===== config.mk =====
export PLATFORM = sky130hd
export DESIGN_NAME = wvma_ram
export DESIGN_NICKNAME = d
export VERILOG_FILES = /design/src/sv/wvma_ram.sv
export SDC_FILE = /design/constraint.sdc
export NUM_CORES = 1
export LEC_CHECK = 0
export BUFFER_PORTS_ARGS = -buffer_cell sky130_fd_sc_hd__buf_2
export CORE_ASPECT_RATIO = 2
export CORE_UTILIZATION = 65
export CTS_CLUSTER_SIZE = 8
export DETAILED_ROUTE_END_ITERATION = 6
export GPL_ROUTABILITY_DRIVEN = 1
export PLACE_DENSITY = 0.84
export SYNTH_ARGS = -nofsm -noshare
export SYNTH_HDL_FRONTEND = slang
export SYNTH_SLANG_ARGS = --single-unit

===== constraint.sdc =====
create_clock -name clk -period 4.4 [get_ports clk]
set_clock_uncertainty 0.05 [all_clocks]
set_input_delay 0.44 -clock clk [delete_from_list [all_inputs] [get_ports clk]]
set_output_delay 0.44 -clock clk [all_outputs]
set_load 0.01 [all_outputs]

===== src/sv/wvma_ram.sv =====
// Generic single-write, single-read RAM with registered read data.
// No dependencies.
`default_nettype none

module wvma_ram #(
  parameter int WIDTH = 8,
  parameter int DEPTH = 16
) (
  input  wire logic                                        clk,
  input  wire logic                                        we,
  input  wire logic [((DEPTH > 1) ? $clog2(DEPTH) : 1)-1:0] waddr,
  input  wire logic [WIDTH-1:0]                            wdata,
  input  wire logic                                        re,
  input  wire logic [((DEPTH > 1) ? $clog2(DEPTH) : 1)-1:0] raddr,
  output logic      [WIDTH-1:0]                            rdata
);

  logic [WIDTH-1:0] mem [DEPTH];

  always_ff @(posedge clk) begin
    if (we) begin
      mem[waddr] <= wdata;
    end
    if (re) begin
      rdata <= mem[raddr];
    end
  end

endmodule

`default_nettype wire


=== After elaboration in Yosys (flattened, before gate mapping) ===
Memory sizes are Yosys's and may differ from the RTL's. A register that Yosys moved wholly into a read port is not among the register bits.
Index checks and enable logic that the tools add are counted.

* Muxes and demuxes: 2

{| class="wikitable"
|+ Operators with widths
! cell !! count
|-
| $mux W1 || 2
|}

* Memories: 1
* Word-level logic and storage cells: 3
* Output and inout bits: 8
* Flip-flop bits (word level): 0
* Memory bits (writable): 128
* Input bits: 19

{| class="wikitable"
|+ Memory list
! name !! words !! bits a word !! read ports !! clocked after Yosys merged registers in !! write ports !! line !! source
|-
| mem || 16 || 8 || 1 || 1 || 1 || 18 || <nowiki>logic [WIDTH-1:0] mem [DEPTH];</nowiki>
|}

=== Logic depth before layout (Yosys ltp) ===
* Depth in word-level cells: 2
* Depth in mapped cells: 5
* Depth with buffers taken out: 3

=== Worst setup path after synthesis ===
No wires, ideal clock.

* Path type: input -> register
* Start: input waddr[2] in the netlist's numbering
* End: memory mem[0][0] (enable)
* Data required time: 3,967 ps
* Stages: 2
* Setup slack: 2,417 ps
* Arrival time: 1,550 ps
* Setup time: 383 ps
* Cell sequence: or3b_2 nor3_1

{| class="wikitable"
|+ RTL lines
! element !! line !! source
|-
| start, declared || 11 || <nowiki>input wire logic [((DEPTH > 1) ? $clog2(DEPTH) : 1)-1:0] waddr,</nowiki>
|-
| end, declared || 18 ||
|}

No word-level cell before the write port.

==> impl_metrics.csv <==
group,metric,value,unit
sta,setup_violations,0,
clocking,clock-root-buffer,"clkbuf_16",
detailed_routing,drc,0,
clocking,cts.clk_slew.worst_paths,0.05,ns
clocking,cts_tree,"built",
floorplan,core,7710,um2
placement,dp.cells,343,
synth,avgSynthCellArea,22.8,um2
hold_path,whs_path_depth,1,
setup_path,r2r-end,"rdata[2]",
final_layout,nNetsFinal,287,
pwr,leakage,1.97,nW
clocking,cts_sinks,136,
clocking,hold_buffers,0,
floorplan,initial_core_util,67.8,%
global_route,antenna_found_initial,0,
setup_path,cp.depth,4,
clocking,cts_resized,0,
global_route,first_global_vias,2668,
synth,synth_area,5230,um2
floorplan,fp.dieH,129,um
sta,rsz0062_at_grt,"no",
hold_path,hp-start,"re",
setup_path,required,4.50,ns
clocking,clk_latency,0.41,ns
synth,synth_seq_cells,136,
placement,gp_congestion,0.731,
detailed_routing,drt_iter0_drc,171,
clocking,h-tree-depth,4,
placement,port_buffers,26,
global_route,busiest_layer,"met2",
floorplan,die_w,65.4,um
flow_run,drv_cap,0,
setup_path,slowest_delay,0.76,ns
hold_path,hold_class,"input pin to flop",
final_layout,final_area,5900,um2
setup_path,r2r-start,"mem[5][2]",
global_route,met1_usage,26.9,%
setup_path,crit_buf_inv,1,
global_route,grt_first_pass_wirelength,14600,um
floorplan,dieArea,8430,um2
global_route,use_met3,7.09,%
setup_path,startpoint_type,"input pin",
sta,fmax,0.471,GHz
detailed_routing,firstDrtPassIters,4,
synth,synth_nets,248,
clocking,cts_setup_buffers,0,
global_route,track_usage,26.5,%
sta,slew_violations,0,
sta,slew_headroom,32.1,%
setup_path,slowest_stage,"buf_2",
final_layout,drive_above_1_share,24.7,%
synth,synthCells,229,
setup_path,reg2reg_slack,2.85,ns
detailed_routing,ant_nets,0,
clocking,numCtsBuffers,17,
setup_path,reg2reg_depth,3,
pwr,peakVddDrop,0.494,mV
clocking,cts_max_path_buffers,2,
sta,finalCriticalPeriod,2.12,ns
detailed_routing,avgViaCountPerCell,6.55,
hold_path,min_to,"rdata[6]",
setup_path,critical-path-top-delay-family,"buffers and inverters",
final_layout,syn2layout_area_growth,12.8,%
final_layout,n_antenna_cell,0,
setup_path,worstSetupPathType,"input pin to flop",
detailed_routing,wl,9790,um
floorplan,io_pins,27,
pwr,totalPowerFinal,0.00274,W
setup_path,crit_arrival,2.22,ns
placement,postPlaceCellArea,5420,um2
global_route,overflow,0,
setup_path,crit_chain,"buf_2 -> mux4_1 -> a22oi_1 -> nand2_1",
detailed_routing,via_count,2443,
floorplan,rows,45,
sta,setup_tns,0,ns
synth,synth.distinct_cells,18,
setup_path,cp-end-kind,"flop",
detailed_routing,avgRoutedWirePerCell,26.3,um
sta,finalCritPeriodShare,48.2,%
synth,yosysWarnings,0,
synth,yosysSeqAreaShare,78.1,%
sta,final-hold-violation-count,0,
pwr,powerDensity,465,nW/um2
setup_path,path_max_fanout,32,
global_route,met2_usage,48.7,%
global_route,grt_max_degree,33,
run_status,status,"finished clean",
sta,tightest_slew,1.02,ns
final_layout,stdcell_count,373,
placement,dp_hpwl,6110,um
## routing by layer
metal | up-vias | wire (um)
met3 | 21 | 482
met5 | - | 0
li1 | 1056 | -
met1 | 1245 | 3150
met2 | 121 | 5850
met4 | 0 | 307
## worst max path at each step
| stage | from | endpoint |
|---|---|---|
| 6_report | raddr[0] | rdata[5] |
| 5_1_grt | raddr[0] | rdata[5] |
| 4_1_cts | raddr[0] | rdata[2] |
| 3_5_place_dp | raddr[0] | rdata[0] |
| 3_3_place_gp | raddr[0] | rdata[5] |
| 2_1_floorplan | waddr[2] | mem[0][0] |
## cell type report
type,count,area [um2]
Sequential cell,136,4080
Fill cell,385,1820
Multi-Input combinational cell,83,1060
Clock buffer,22,444
Timing Repair Buffer,30,160
Tap cell,94,118
Clock inverter,8,33.8
## cell usage after synthesis
master | instances | share of area [%]
edfxtp_1 | 136 | 78
mux4_2 | 18 | 7.8
a22oi_1 | 16 | 2.3
mux4_1 | 14 | 7.0
nor2_1 | 13 | 0.93
nand2_1 | 9 | 0.65
nor3_1 | 4 | 0.38
buf_2 | 3 | 0.29
buf_6 | 3 | 0.65
clkdlybuf4s25_2 | 3 | 0.57
nand2b_1 | 2 | 0.24
nand3b_1 | 2 | 0.29
and2_1 | 1 | 0.12
and2b_1 | 1 | 0.14
buf_4 | 1 | 0.14
nand3_1 | 1 | 0.096
nor2b_1 | 1 | 0.12
or3b_2 | 1 | 0.17
## worst reg2reg max path: cells and delay by family, from the launching register on
kind / cells / cell delay [ns]
mux: 1 / 0.56
flops: 1 / 0.39
compound gates: 1 / 0.21
simple gates: 1 / 0.08
## through the flow
step | hold slack [ns] | setup WS, ns | util [%]
CTS | 0.338 | 2.26 | 76.4
floorplan | 0.489 | 2.42 | -
detailed placement | 0.686 | 1.82 | 70.3
global placement | 0.669 | 1.87 | 70.3
finish | 0.346 | 2.28 | 76.4
global route | 0.348 | 2.13 | 76.4
## sequential cells by signal (all words and copies together) (netlist names)
| name | count |
|---|---|
| rdata | 8 |
| mem | 128 |
## layout by cell type (no fill, tap or decap)
cell type	count
clkinv_1	5
mux4_2	18
edfxtp_1	136
nor3_1	4
nand2b_1	2
or3b_2	1
clkbuf_16	17
nor2b_1	1
nor2_1	13
and2b_1	1
buf_4	4
nand3b_1	2
nand2_1	9
a22oi_1	16
clkinv_2	3
and2_1	1
nand3_1	1
mux4_1	14
buf_2	26
clkbuf_1	5
## kinds of logic after synthesis
logic type	count (synthesis)	synth area share [%]
compound gates	16	2.30
buf+inv	10	1.65
flops	136	78.1
mux	32	14.8
simple gates	35	3.14
## power breakdown
part           total (W)  switching (W)  internal [W]  leakage (nW)
registers        0.00147     0.00000913       0.00146          1.24
logic           0.000123      0.0000723     0.0000508         0.494
clock network    0.00115       0.000453      0.000697         0.235
total            0.00274       0.000534       0.00221          1.97
No activity file was read; power rests on OpenSTA's default activity.
