<file path="config.mk">
export PLATFORM = sky130hd
export DESIGN_NAME = wvma_div
export DESIGN_NICKNAME = d
export VERILOG_FILES = /design/src/sv/wvma_pkg.sv /design/src/sv/wvma_div.sv
export SDC_FILE = /design/constraint.sdc
export NUM_CORES = 1
export LEC_CHECK = 0
export ABC_AREA = 1
export BUFFER_PORTS_ARGS = -buffer_cell sky130_fd_sc_hd__buf_2
export CAP_MARGIN = 30
export CORE_MARGIN = 2
export CORE_UTILIZATION = 56
export CTS_CLUSTER_DIAMETER = 50
export DETAILED_ROUTE_END_ITERATION = 6
export PLACE_DENSITY = 0.79
export SYNTH_ARGS = -nofsm -noshare
export SYNTH_HDL_FRONTEND = slang
export SYNTH_SLANG_ARGS = --single-unit
export TNS_END_PERCENT = 100
</file>
<file path="constraint.sdc">
create_clock -name clk -period 5.02 [get_ports clk]
set_clock_uncertainty 0.1 [all_clocks]
set_input_delay 1.004 -clock clk [delete_from_list [all_inputs] [get_ports clk]]
set_output_delay 1.004 -clock clk [all_outputs]
set_load 0.02 [all_outputs]
</file>
<file path="src/sv/wvma_pkg.sv">
// Package for the wind vector moving average block.
// Holds widths, action codes, CORDIC angle table and shared types; no dependencies.
`default_nettype none

package wvma_pkg;

  localparam int MAX_INTERVALS  = 16;
  localparam int TRIG_FRAC_BITS = 15;
  localparam int CORDIC_STEPS   = 20;

  localparam int DW      = 56;
  localparam int ZW      = 32;
  localparam int SUM_W   = 48;
  localparam int SAMP_W  = 16;
  localparam int WCNT_W  = 20;
  localparam int DIR_W   = 9;
  localparam int SPD_W   = 16;
  localparam int CFG_W   = 5;
  localparam int IDX_W   = (MAX_INTERVALS > 1) ? $clog2(MAX_INTERVALS) : 1;
  localparam int CNT_W   = $clog2(MAX_INTERVALS + 1);
  localparam int ITER_W  = $clog2(CORDIC_STEPS);
  localparam int TRIG_W  = TRIG_FRAC_BITS + 2;
  localparam int DEN_W   = WCNT_W + TRIG_FRAC_BITS;
  localparam int RAM_W   = 2 * SUM_W + SAMP_W;
  localparam int GAIN_W  = 30;

  localparam logic [GAIN_W-1:0] INV_GAIN_Q30 = 30'd652032874;
  localparam logic [CFG_W-1:0]  CFG_RESET    = 5'd16;

  localparam logic signed [ZW-1:0] DEG90_Q16  = 32'sd5898240;
  localparam logic signed [ZW-1:0] DEG360_Q16 = 32'sd23592960;
  localparam logic signed [ZW-1:0] HALF_DEG   = 32'sd32768;

  typedef enum logic [1:0] {
    ACT_SAMPLE = 2'd0,
    ACT_CLOSE  = 2'd1,
    ACT_CLEAR  = 2'd2
  } action_t;

  typedef logic signed [DW-1:0] data_t;
  typedef logic signed [ZW-1:0] ang_t;

  typedef struct packed {
    logic start;
    logic rotate;
  } cordic_ctrl_t;

  function automatic ang_t atan_q16(input logic [ITER_W-1:0] i);
    ang_t a;
    case (i)
      5'd0:    a = 32'sd2949120;
      5'd1:    a = 32'sd1740967;
      5'd2:    a = 32'sd919879;
      5'd3:    a = 32'sd466945;
      5'd4:    a = 32'sd234379;
      5'd5:    a = 32'sd117304;
      5'd6:    a = 32'sd58666;
      5'd7:    a = 32'sd29335;
      5'd8:    a = 32'sd14668;
      5'd9:    a = 32'sd7334;
      5'd10:   a = 32'sd3667;
      5'd11:   a = 32'sd1833;
      5'd12:   a = 32'sd917;
      5'd13:   a = 32'sd458;
      5'd14:   a = 32'sd229;
      5'd15:   a = 32'sd115;
      5'd16:   a = 32'sd57;
      5'd17:   a = 32'sd29;
      5'd18:   a = 32'sd14;
      5'd19:   a = 32'sd7;
      default: a = '0;
    endcase
    return a;
  endfunction

endpackage

`default_nettype wire

</file>
<file path="src/sv/wvma_div.sv">
// Restoring divider, one quotient bit per cycle, quotient saturates at all ones.
// Depends on wvma_pkg.
`default_nettype none

module wvma_div (
  input  wire logic                            clk,
  input  wire logic                            rst,
  input  wire logic                            start,
  input  wire logic [wvma_pkg::DW-1:0]         num,
  input  wire logic [wvma_pkg::DEN_W-1:0]      den,
  output logic      [wvma_pkg::SPD_W-1:0]      quo,
  output logic                                 done
);

  import wvma_pkg::*;

  localparam int BIT_W = $clog2(SPD_W);

  logic             busy;
  logic [DW-1:0]    rem;
  logic [DEN_W-1:0] dv;
  logic [BIT_W-1:0] bitpos;
  logic [DW-1:0]    trial;
  logic             ovf;

  always_comb begin
    trial = DW'(dv) << bitpos;
    ovf   = (num >> SPD_W) >= DW'(den);
  end

  always_ff @(posedge clk) begin
    if (rst) begin
      busy <= 1'b0;
      done <= 1'b0;
    end else begin
      done <= 1'b0;
      if (start) begin
        if (ovf) begin
          quo  <= '1;
          done <= 1'b1;
        end else begin
          rem    <= num;
          dv     <= den;
          quo    <= '0;
          bitpos <= BIT_W'(SPD_W - 1);
          busy   <= 1'b1;
        end
      end else if (busy) begin
        if (rem >= trial) begin
          rem         <= rem - trial;
          quo[bitpos] <= 1'b1;
        end
        if (bitpos == '0) begin
          busy <= 1'b0;
          done <= 1'b1;
        end else begin
          bitpos <= bitpos - 1'b1;
        end
      end
    end
  end

endmodule

`default_nettype wire

</file>
Word-level counts from Yosys, hierarchy flattened
Cells that the tools add are included.
{ "totals": {"in_bits": 94, "output_inout_bits": 17, "reg_bits": 113} }
{ "classes": {"n_reduce_logical": 8, "addsub": 2, "eq_ne": 2, "n_mux": 22, "bitwise_logic": 3, "n_lt_le_gt_ge": 4, "shifts": 1} }
{ "op_table": {"columns": ["cell", "n"], "rows": [
  ["$mux 56", 4],
  ["$mux 16", 4],
  ["$ge 56x56->1", 1],
  ["$shl 35x4->56", 1],
  ["$sub 56x56->56", 1],
  ["$ge 40x35->1", 1],
  ["$mux 4", 4],
  ["$or 16x16->16", 1],
  ["$mux 1", 9],
  ["$reduce_and 4->1", 2],
  ["$reduce_and 3->1", 2],
  ["$lt 4x5->1 const B", 1],
  ["$demux 1 s4", 1],
  ["$ge 4x1->1 const B", 1],
  ["$logic_not 4->1", 1],
  ["$ne 2x2->1 const B", 2],
  ["$reduce_bool 2->1", 2],
  ["$sub 4x1->4 const B", 1],
  ["$not 1->1", 2],
  ["$logic_and 1x1->1", 1]
]} }

Depth between registers and ports, before layout
Gate-level depths: netlist of run 1.
{ "depth": {"depth_word": 8, "mapped_depth": 25} }

Worst setup path after synthesis of run 1
Ideal clock, no wire load.
{ "synth_path": {"path_kind": "in2reg", "startpoint": "input port den[23] (netlist bit)", "endpoint": "register dv[0] (enable)", "t_arrival_ns": 4.307, "path_stages": 10, "setup_ns": 0.471, "setup_slack_ns": 0.143, "path_cell_list": "inv_1 ha_1 nand2_1 inv_1 nand3_1 nor2_1 and2_1 nand3_1 nand4_2 nor3_1"} }
{ "synth_via": {"elab_chain_cells": 3} }
{ "synth_rtl": {"columns": ["element", "line_no", "text"], "rows": [
  ["start: declaration", "wvma_div.sv:10", "input wire logic [wvma_pkg::DEN_W-1:0] den,"],
  ["$ge 40x35->1", "wvma_div.sv:28", "ovf = (num >> SPD_W) >= DW'(den);"],
  ["$not 1->1 (no source line)", null, null],
  ["$reduce_and 3->1 (no source line)", null, null],
  ["end signal: assignment", "wvma_div.sv:43", "dv <= den;"],
  ["end: declaration", "wvma_div.sv:21", "logic [DEN_W-1:0] dv;"]
]} }
Every way passes these cells.
A chain may end at the register's enable or synchronous reset.

Final worst setup path of run 1
{ "layout_path": {"startpoint": "register bitpos[2]", "endpoint": "register quo[0] (netlist bit) (enable)"} }
{ "layout_via": {"elab_chain_cells": 4} }
{ "layout_rtl": {"columns": ["element", "line_no", "text"], "rows": [
  ["start: declaration", "wvma_div.sv:22", "logic [BIT_W-1:0] bitpos;"],
  ["start signal: assignment", "wvma_div.sv:45", "bitpos <= BIT_W'(SPD_W - 1);"],
  ["start signal: assignment", "wvma_div.sv:57", "bitpos <= bitpos - 1'b1;"],
  ["$shl 35x4->56", "wvma_div.sv:27", "trial = DW'(dv) << bitpos;"],
  ["$ge 56x56->1", "wvma_div.sv:49", "if (rem >= trial) begin"],
  ["$reduce_bool 2->1 (no source line)", null, null],
  ["$reduce_and 3->1 (no source line)", null, null],
  ["end signal: assignment", "wvma_div.sv:39", "quo <= '1;"],
  ["end signal: assignment", "wvma_div.sv:44", "quo <= '0;"],
  ["end signal: indexed assignment", "wvma_div.sv:51", "quo[bitpos] <= 1'b1;"],
  ["end: declaration", "wvma_div.sv:11", "output logic [wvma_pkg::SPD_W-1:0] quo,"]
]} }
Every way passes these cells.

==> results.cfg, run 1 <==
[run_status]
status = finished, final reports clean

[timing]
finalSetupTns_ps = 0
slew_viol_final = 0
finalHoldViolations = 0
timing.slew.headroom_pct = 43.4
holdWs_ps = 444
period_share_pct = 91.3
fmax_ghz = 0.218
period_needed_ps = 4580
timing.final.ws_setup_ps = 438
finalSetupViolCount = 0
rsz0062_at_grt = no
worst_pin_slew_ps = 844

[clocking]
postCtsSetupRepairBufs = 0
cts_made_buffers = 17
clock_path_buffers = 2
ctsHoldBuffers = 0
clockRootBuffer = clkbuf_16
clkTransAtPathRegs_ps = 60
htreeDepth = 4
cts_tree = built
clk_latency_ps = 430
clkSinkCount = 113
cts_resized = 0

[power_and_ir_drop]
fin_total_pwr_mw = 3.43
p_per_area_nw_per_um2 = 254
p_leak_nw = 7.21
peakVddDrop_mv = 0.164

[drt]
via_per_inst = 5.36
finalWirelength_um = 38500
firstDrtPassIters = 5
ant_nets = 0
routedWlPerCell_um = 16.5
num_vias = 12500
drc = 0
drt_iter0_markers = 962

[placement]
dp_cells = 2297
port_buffers = 110
place_area_um2 = 12900
place.gp.congestion = 1.07
dp_hpwl_um = 31500
pre_cts_slack_ps = 472

[global_routing]
grt_start_max_net_pins = 57
grt_pass1_vias = 11500
grt_overflow = 0
gr-usage-all-layers_pct = 33.9
antenna_found_initial = 1
grt_pass1_wl_um = 58600

[layout]
multi_input_area_um2 = 7210
nets = 2225
area_growth_pct = 11.7
fin_area_um2 = 13500
layoutNonFillerInstCount = 2329
seqCellArea_um2 = 3370
n_antenna_cell = 0
fill_cells = 2030
final_cell_mix = nand2_1 (780), inv_1 (337), nor2_1 (129), nand3_1 (117), edfxtp_1 (111)
layout_commonest_cell = nand2_1
drive_above_1_share_pct = 11.7
utilization_pct = 64.0

[critical_path]
crit_type = reg2reg
crit_fanout = 21
required_ps = 4980
critPathArrivalTime_ps = 4540
cp-start-kind = flop
cp-end-kind = flop

[worst_hold_path]
worst_hold_path_type = reg2reg

[die]
die_h_um = 151
row_count = 53
die_area_um2 = 22800
die_w_um = 151
pin_count = 111
core_um2 = 21100
initial_core_util_pct = 57.3

[yosys]
synthArstFlopShare_pct = 0
synth_cells = 1941
synth-edff-count = 111
ys_ff_latch = 113
syn_area_per_cell_um2 = 6.22
synth_area_leaders = edfxtp_1 (28%), nand2_1 (24%), inv_1 (10%)
synth_flop_cell = edfxtp_1
seq_area_frac_synth_pct = 27.9
synth_top_area_cell = edfxtp_1
ys.warnings.count = 0
synth_top_area_share_pct = 27.6
synth.distinct_cells = 45
syn_area_um2 = 12100
synthesis.nets = 2125

[flow_run]
maxCapViolations = 0
[kinds of logic after synthesis]
kind of cell	after synthesis	share of synthesized area [%]
simple gates	1138	39.6
buf+inv	394	12.5
compound gates	162	7.11
flops	113	27.9
fa+ha+maj	90	9.39
mux	34	2.82
xor+xnor	10	0.725
[flip-flops by register name, summed over array words and instances (netlist names)]
signal  cells
dv         35
quo        16
bitpos      4
busy        1
done        1
rem        56
[path summary, 6_finish.rpt]
path | start | to | slack, ps | cells past startpoint
worst max register to register | bitpos[2] | quo[0] | 440 | 15
worst min register to register | busy | busy | 440 | 4
worst max-delay path | bitpos[2] | quo[0] | 440 | 15
worst min-delay path | busy | busy | 440 | 4
[final cells by class]
| cell class | count | area share (%) |
|---|---|---|
| repair buffers | 122 | 4.84 |
| inverters | 353 | 9.82 |
| flip-flops and latches | 113 | 25.0 |
| well taps | 275 | 2.55 |
| clock inverters | 15 | 1.18 |
| multi-input cells | 1434 | 53.4 |
| clock buffers | 17 | 3.15 |
[critical path, stage by stage, from the launching register on]
cell	delay [ps]
edfxtp_1	360
clkinv_1	670
buf_4	450
o21ai_0	340
mux2i_1	180
ha_1	400
nand2_2	100
nor2_2	200
nand2_2	90
nor3_1	250
nand3_1	130
a21oi_1	150
nor2_1	50
nand2_1	180
nand2_2	100
inv_1	450
[layer usage]
layer,GRT usage [%],up-vias,wire length (µm)
met4,18.6,0,2160
met3,5.15,135,2550
met1,40.9,5548,15500
li1,-,6260,-
met5,0,-,0
met2,58.0,532,18300
[report_power, final]
part / internal (mW) / switching, mW / leakage (nW)
clock: 0.734 / 0.496 / 0.282
sequential: 1.10 / 0.0195 / 1.03
combinational: 0.350 / 0.732 / 5.90
[synthesized netlist by cell type, types with 6 or more instances]
master and n:
nor2_2 25, or2_2 15, nand4_1 12, edfxtp_1 111, nor2_1 129, buf_2 13
nand2_2 19, nand3_1 117, nor3_1 6, ha_1 89, nand3b_1 7, inv_1 337
nand2_1 780, o21ai_0 88, inv_2 12, nor2_4 6, clkbuf_1 22, a22oi_1 8
xnor2_1 9, mux2i_1 34, a21oi_1 51
Note: power is estimated with default switching activity, not from simulation.
==> inputs of run 2 (changes only) <==
- CORE_UTILIZATION: 56 -> 30
- PLACE_DENSITY: 0.79 -> default
==> results.cfg, run 2 (synthesis gave the netlist of run 1 again) <==
[clocking]
htreeDepth = 4
clkSinkCount = 113
clk_latency_ps = 440
clock_path_buffers = 2
cts_resized = 0
cts_made_buffers = 17
ctsHoldBuffers = 0
postCtsSetupRepairBufs = 0
clkTransAtPathRegs_ps = 60
clockRootBuffer = clkbuf_16
cts_tree = built

[power_and_ir_drop]
p_sw_share_pct = 35.9
p_leak_nw = 7.23
p_int_mw = 2.22
p_per_area_nw_per_um2 = 250
pwr-share-comb_pct = 31.8
seqPwrFrac_pct = 32.3
peakVddDrop_mv = 0.213
clkPwrFrac_pct = 35.9
power.switching_mw = 1.25

[critical_path]
crit_buf_inv = 2
max_stage_delay_ps = 450
cp-start-kind = flop
path_common_cell = nand2_1
crit_chain = inv_2 -> nand2_1 -> nand3_1 -> o21ai_0 -> o21ai_0 -> a22oi_1 -> ha_1 -> nand2_1 -> nor2_2 -> nand2_2 -> nor3_1 -> nand3_1 -> a21oi_1 -> nor2_1 -> nand2_1 -> nand2_2 -> nor2_4 -> buf_12
crit_type = reg2reg
required_ps = 5030
critPathArrivalTime_ps = 4590
critPathSlowestCell = o21ai_0
worst-r2r-setup-slack_ps = 440
cp-end-kind = flop
r2r.worst_path.cells = 18
crit_fanout = 33
cp_top_family = simple AND/OR/NAND/NOR gates
r2r-end = rem[41]
rr_startpoint = bitpos[0]

[placement]
place_area_um2 = 13300
port_buffers = 110
dp_hpwl_um = 35400
place.gp.congestion = 0.971

[worst_hold_path]
hold_path_end = busy
worst_hold_path_type = reg2reg
hp-start = busy
whs_path_depth = 4

[global_routing]
antenna_found_initial = 0
grt_pass1_wl_um = 63300
grt_start_max_net_pins = 63
grt_overflow = 0
grt_pass1_vias = 11000
gr-usage-all-layers_pct = 20.1
grt_most_used_layer = met2
grt_util_met2_pct = 32.8
grtUsageMet3_pct = 3.29
use_met1_pct = 26.6

[timing]
timing.slew.headroom_pct = 45.4
slew_viol_final = 0
finalSetupTns_ps = 0
finalSetupViolCount = 0
period_needed_ps = 4580
worst_pin_slew_ps = 818
fmax_ghz = 0.218
rsz0062_at_grt = no
finalHoldViolations = 0
period_share_pct = 91.2

[drt]
ant_nets = 0
finalWirelength_um = 42500
num_vias = 12200
drt_iter0_markers = 1030
drc = 0
via_per_inst = 4.72
firstDrtPassIters = 6
routedWlPerCell_um = 16.4

[die]
initial_core_util_pct = 30.4
die_h_um = 205
core_um2 = 39700
die_w_um = 205
row_count = 73
die_area_um2 = 41900
pin_count = 111

[layout]
fin_area_um2 = 13800
largest_reg_flops = 56
final_cell_mix = nand2_1 (780), inv_1 (337), nor2_1 (129), nand3_1 (117), edfxtp_1 (111)
drive_above_1_share_pct = 11.8
area_growth_pct = 14.6
utilization_pct = 34.8
layout_commonest_cell = nand2_1
top_regs = rem x56, dv x35, quo x16
top_register = rem
nets = 2230
n_antenna_cell = 0

[run_status]
status = finished, final reports clean

[flow_run]
maxCapViolations = 0
run 2: changes by cell type in the layout (fill, tap and decap cells not counted):
cell        before  now
buf_12           1    2
buf_4           11   15
bufinv_16        2    3
clkbuf_1         0    1
clkinv_1         5    6
clkinv_2         2    5
clkinv_4         5    0
clkinvlp_4       2    3
inv_6            3    0
run 2: cell type report:
type | count | area (µm²)
Clock buffer | 18 | 429
Clock inverter | 13 | 145
Fill cell | 4364 | 25900
Inverter | 353 | 1330
Multi-Input combinational cell | 1434 | 7210
Sequential cell | 113 | 3370
Tap cell | 525 | 657
Timing Repair Buffer | 127 | 703
run 2: through the flow:
| step | setup WS [ps] | cells | total power, mW | hold WS, ps |
|---|---|---|---|---|
| 3_3_place_gp | 507 | 2552 | 2.22 | 429 |
| 6_report | 440 | 2583 | 3.47 | 440 |
| 3_5_place_dp | 596 | 2552 | 2.23 | 434 |
| 4_1_cts | 550 | 2583 | 3.47 | 443 |
| 2_1_floorplan | 143 | 1941 | 1.87 | 411 |
| 5_1_grt | 226 | 2583 | 3.65 | 477 |
run 2: worst max-delay path by stage:
stage	depth (start not counted)	slack, ps	endpoint	from
global placement	18	510	rem[50]	bitpos[0]
floorplan	10	140	dv[0]	den[23]
finish	18	440	rem[41]	bitpos[0]
detailed placement	18	600	rem[50]	bitpos[0]
global route	19	230	rem[43]	bitpos[0]
CTS	18	550	rem[43]	bitpos[0]
run 2: worst min-delay path: stages, from the launching register on:
cell     delay, ps
dfxtp_1        290
inv_1           40
nor2_1          40
nand3_1         70
nand2_1         50
run 2: metal layers:
metal  wire [µm]  share of wire (%)
met1       19100                 45
met2       19400                 46
met3        2550                6.0
met4        1380                3.2
met5           0                  0
run 2: power groups by stage:
stage               registers [mW]  clock network, mW  logic [mW]
global route                  1.12               1.30        1.23
CTS                           1.12               1.25        1.10
global placement              1.14                  0        1.08
floorplan                     1.14                  0       0.731
finish                        1.12               1.24        1.10
detailed placement            1.14                  0        1.09
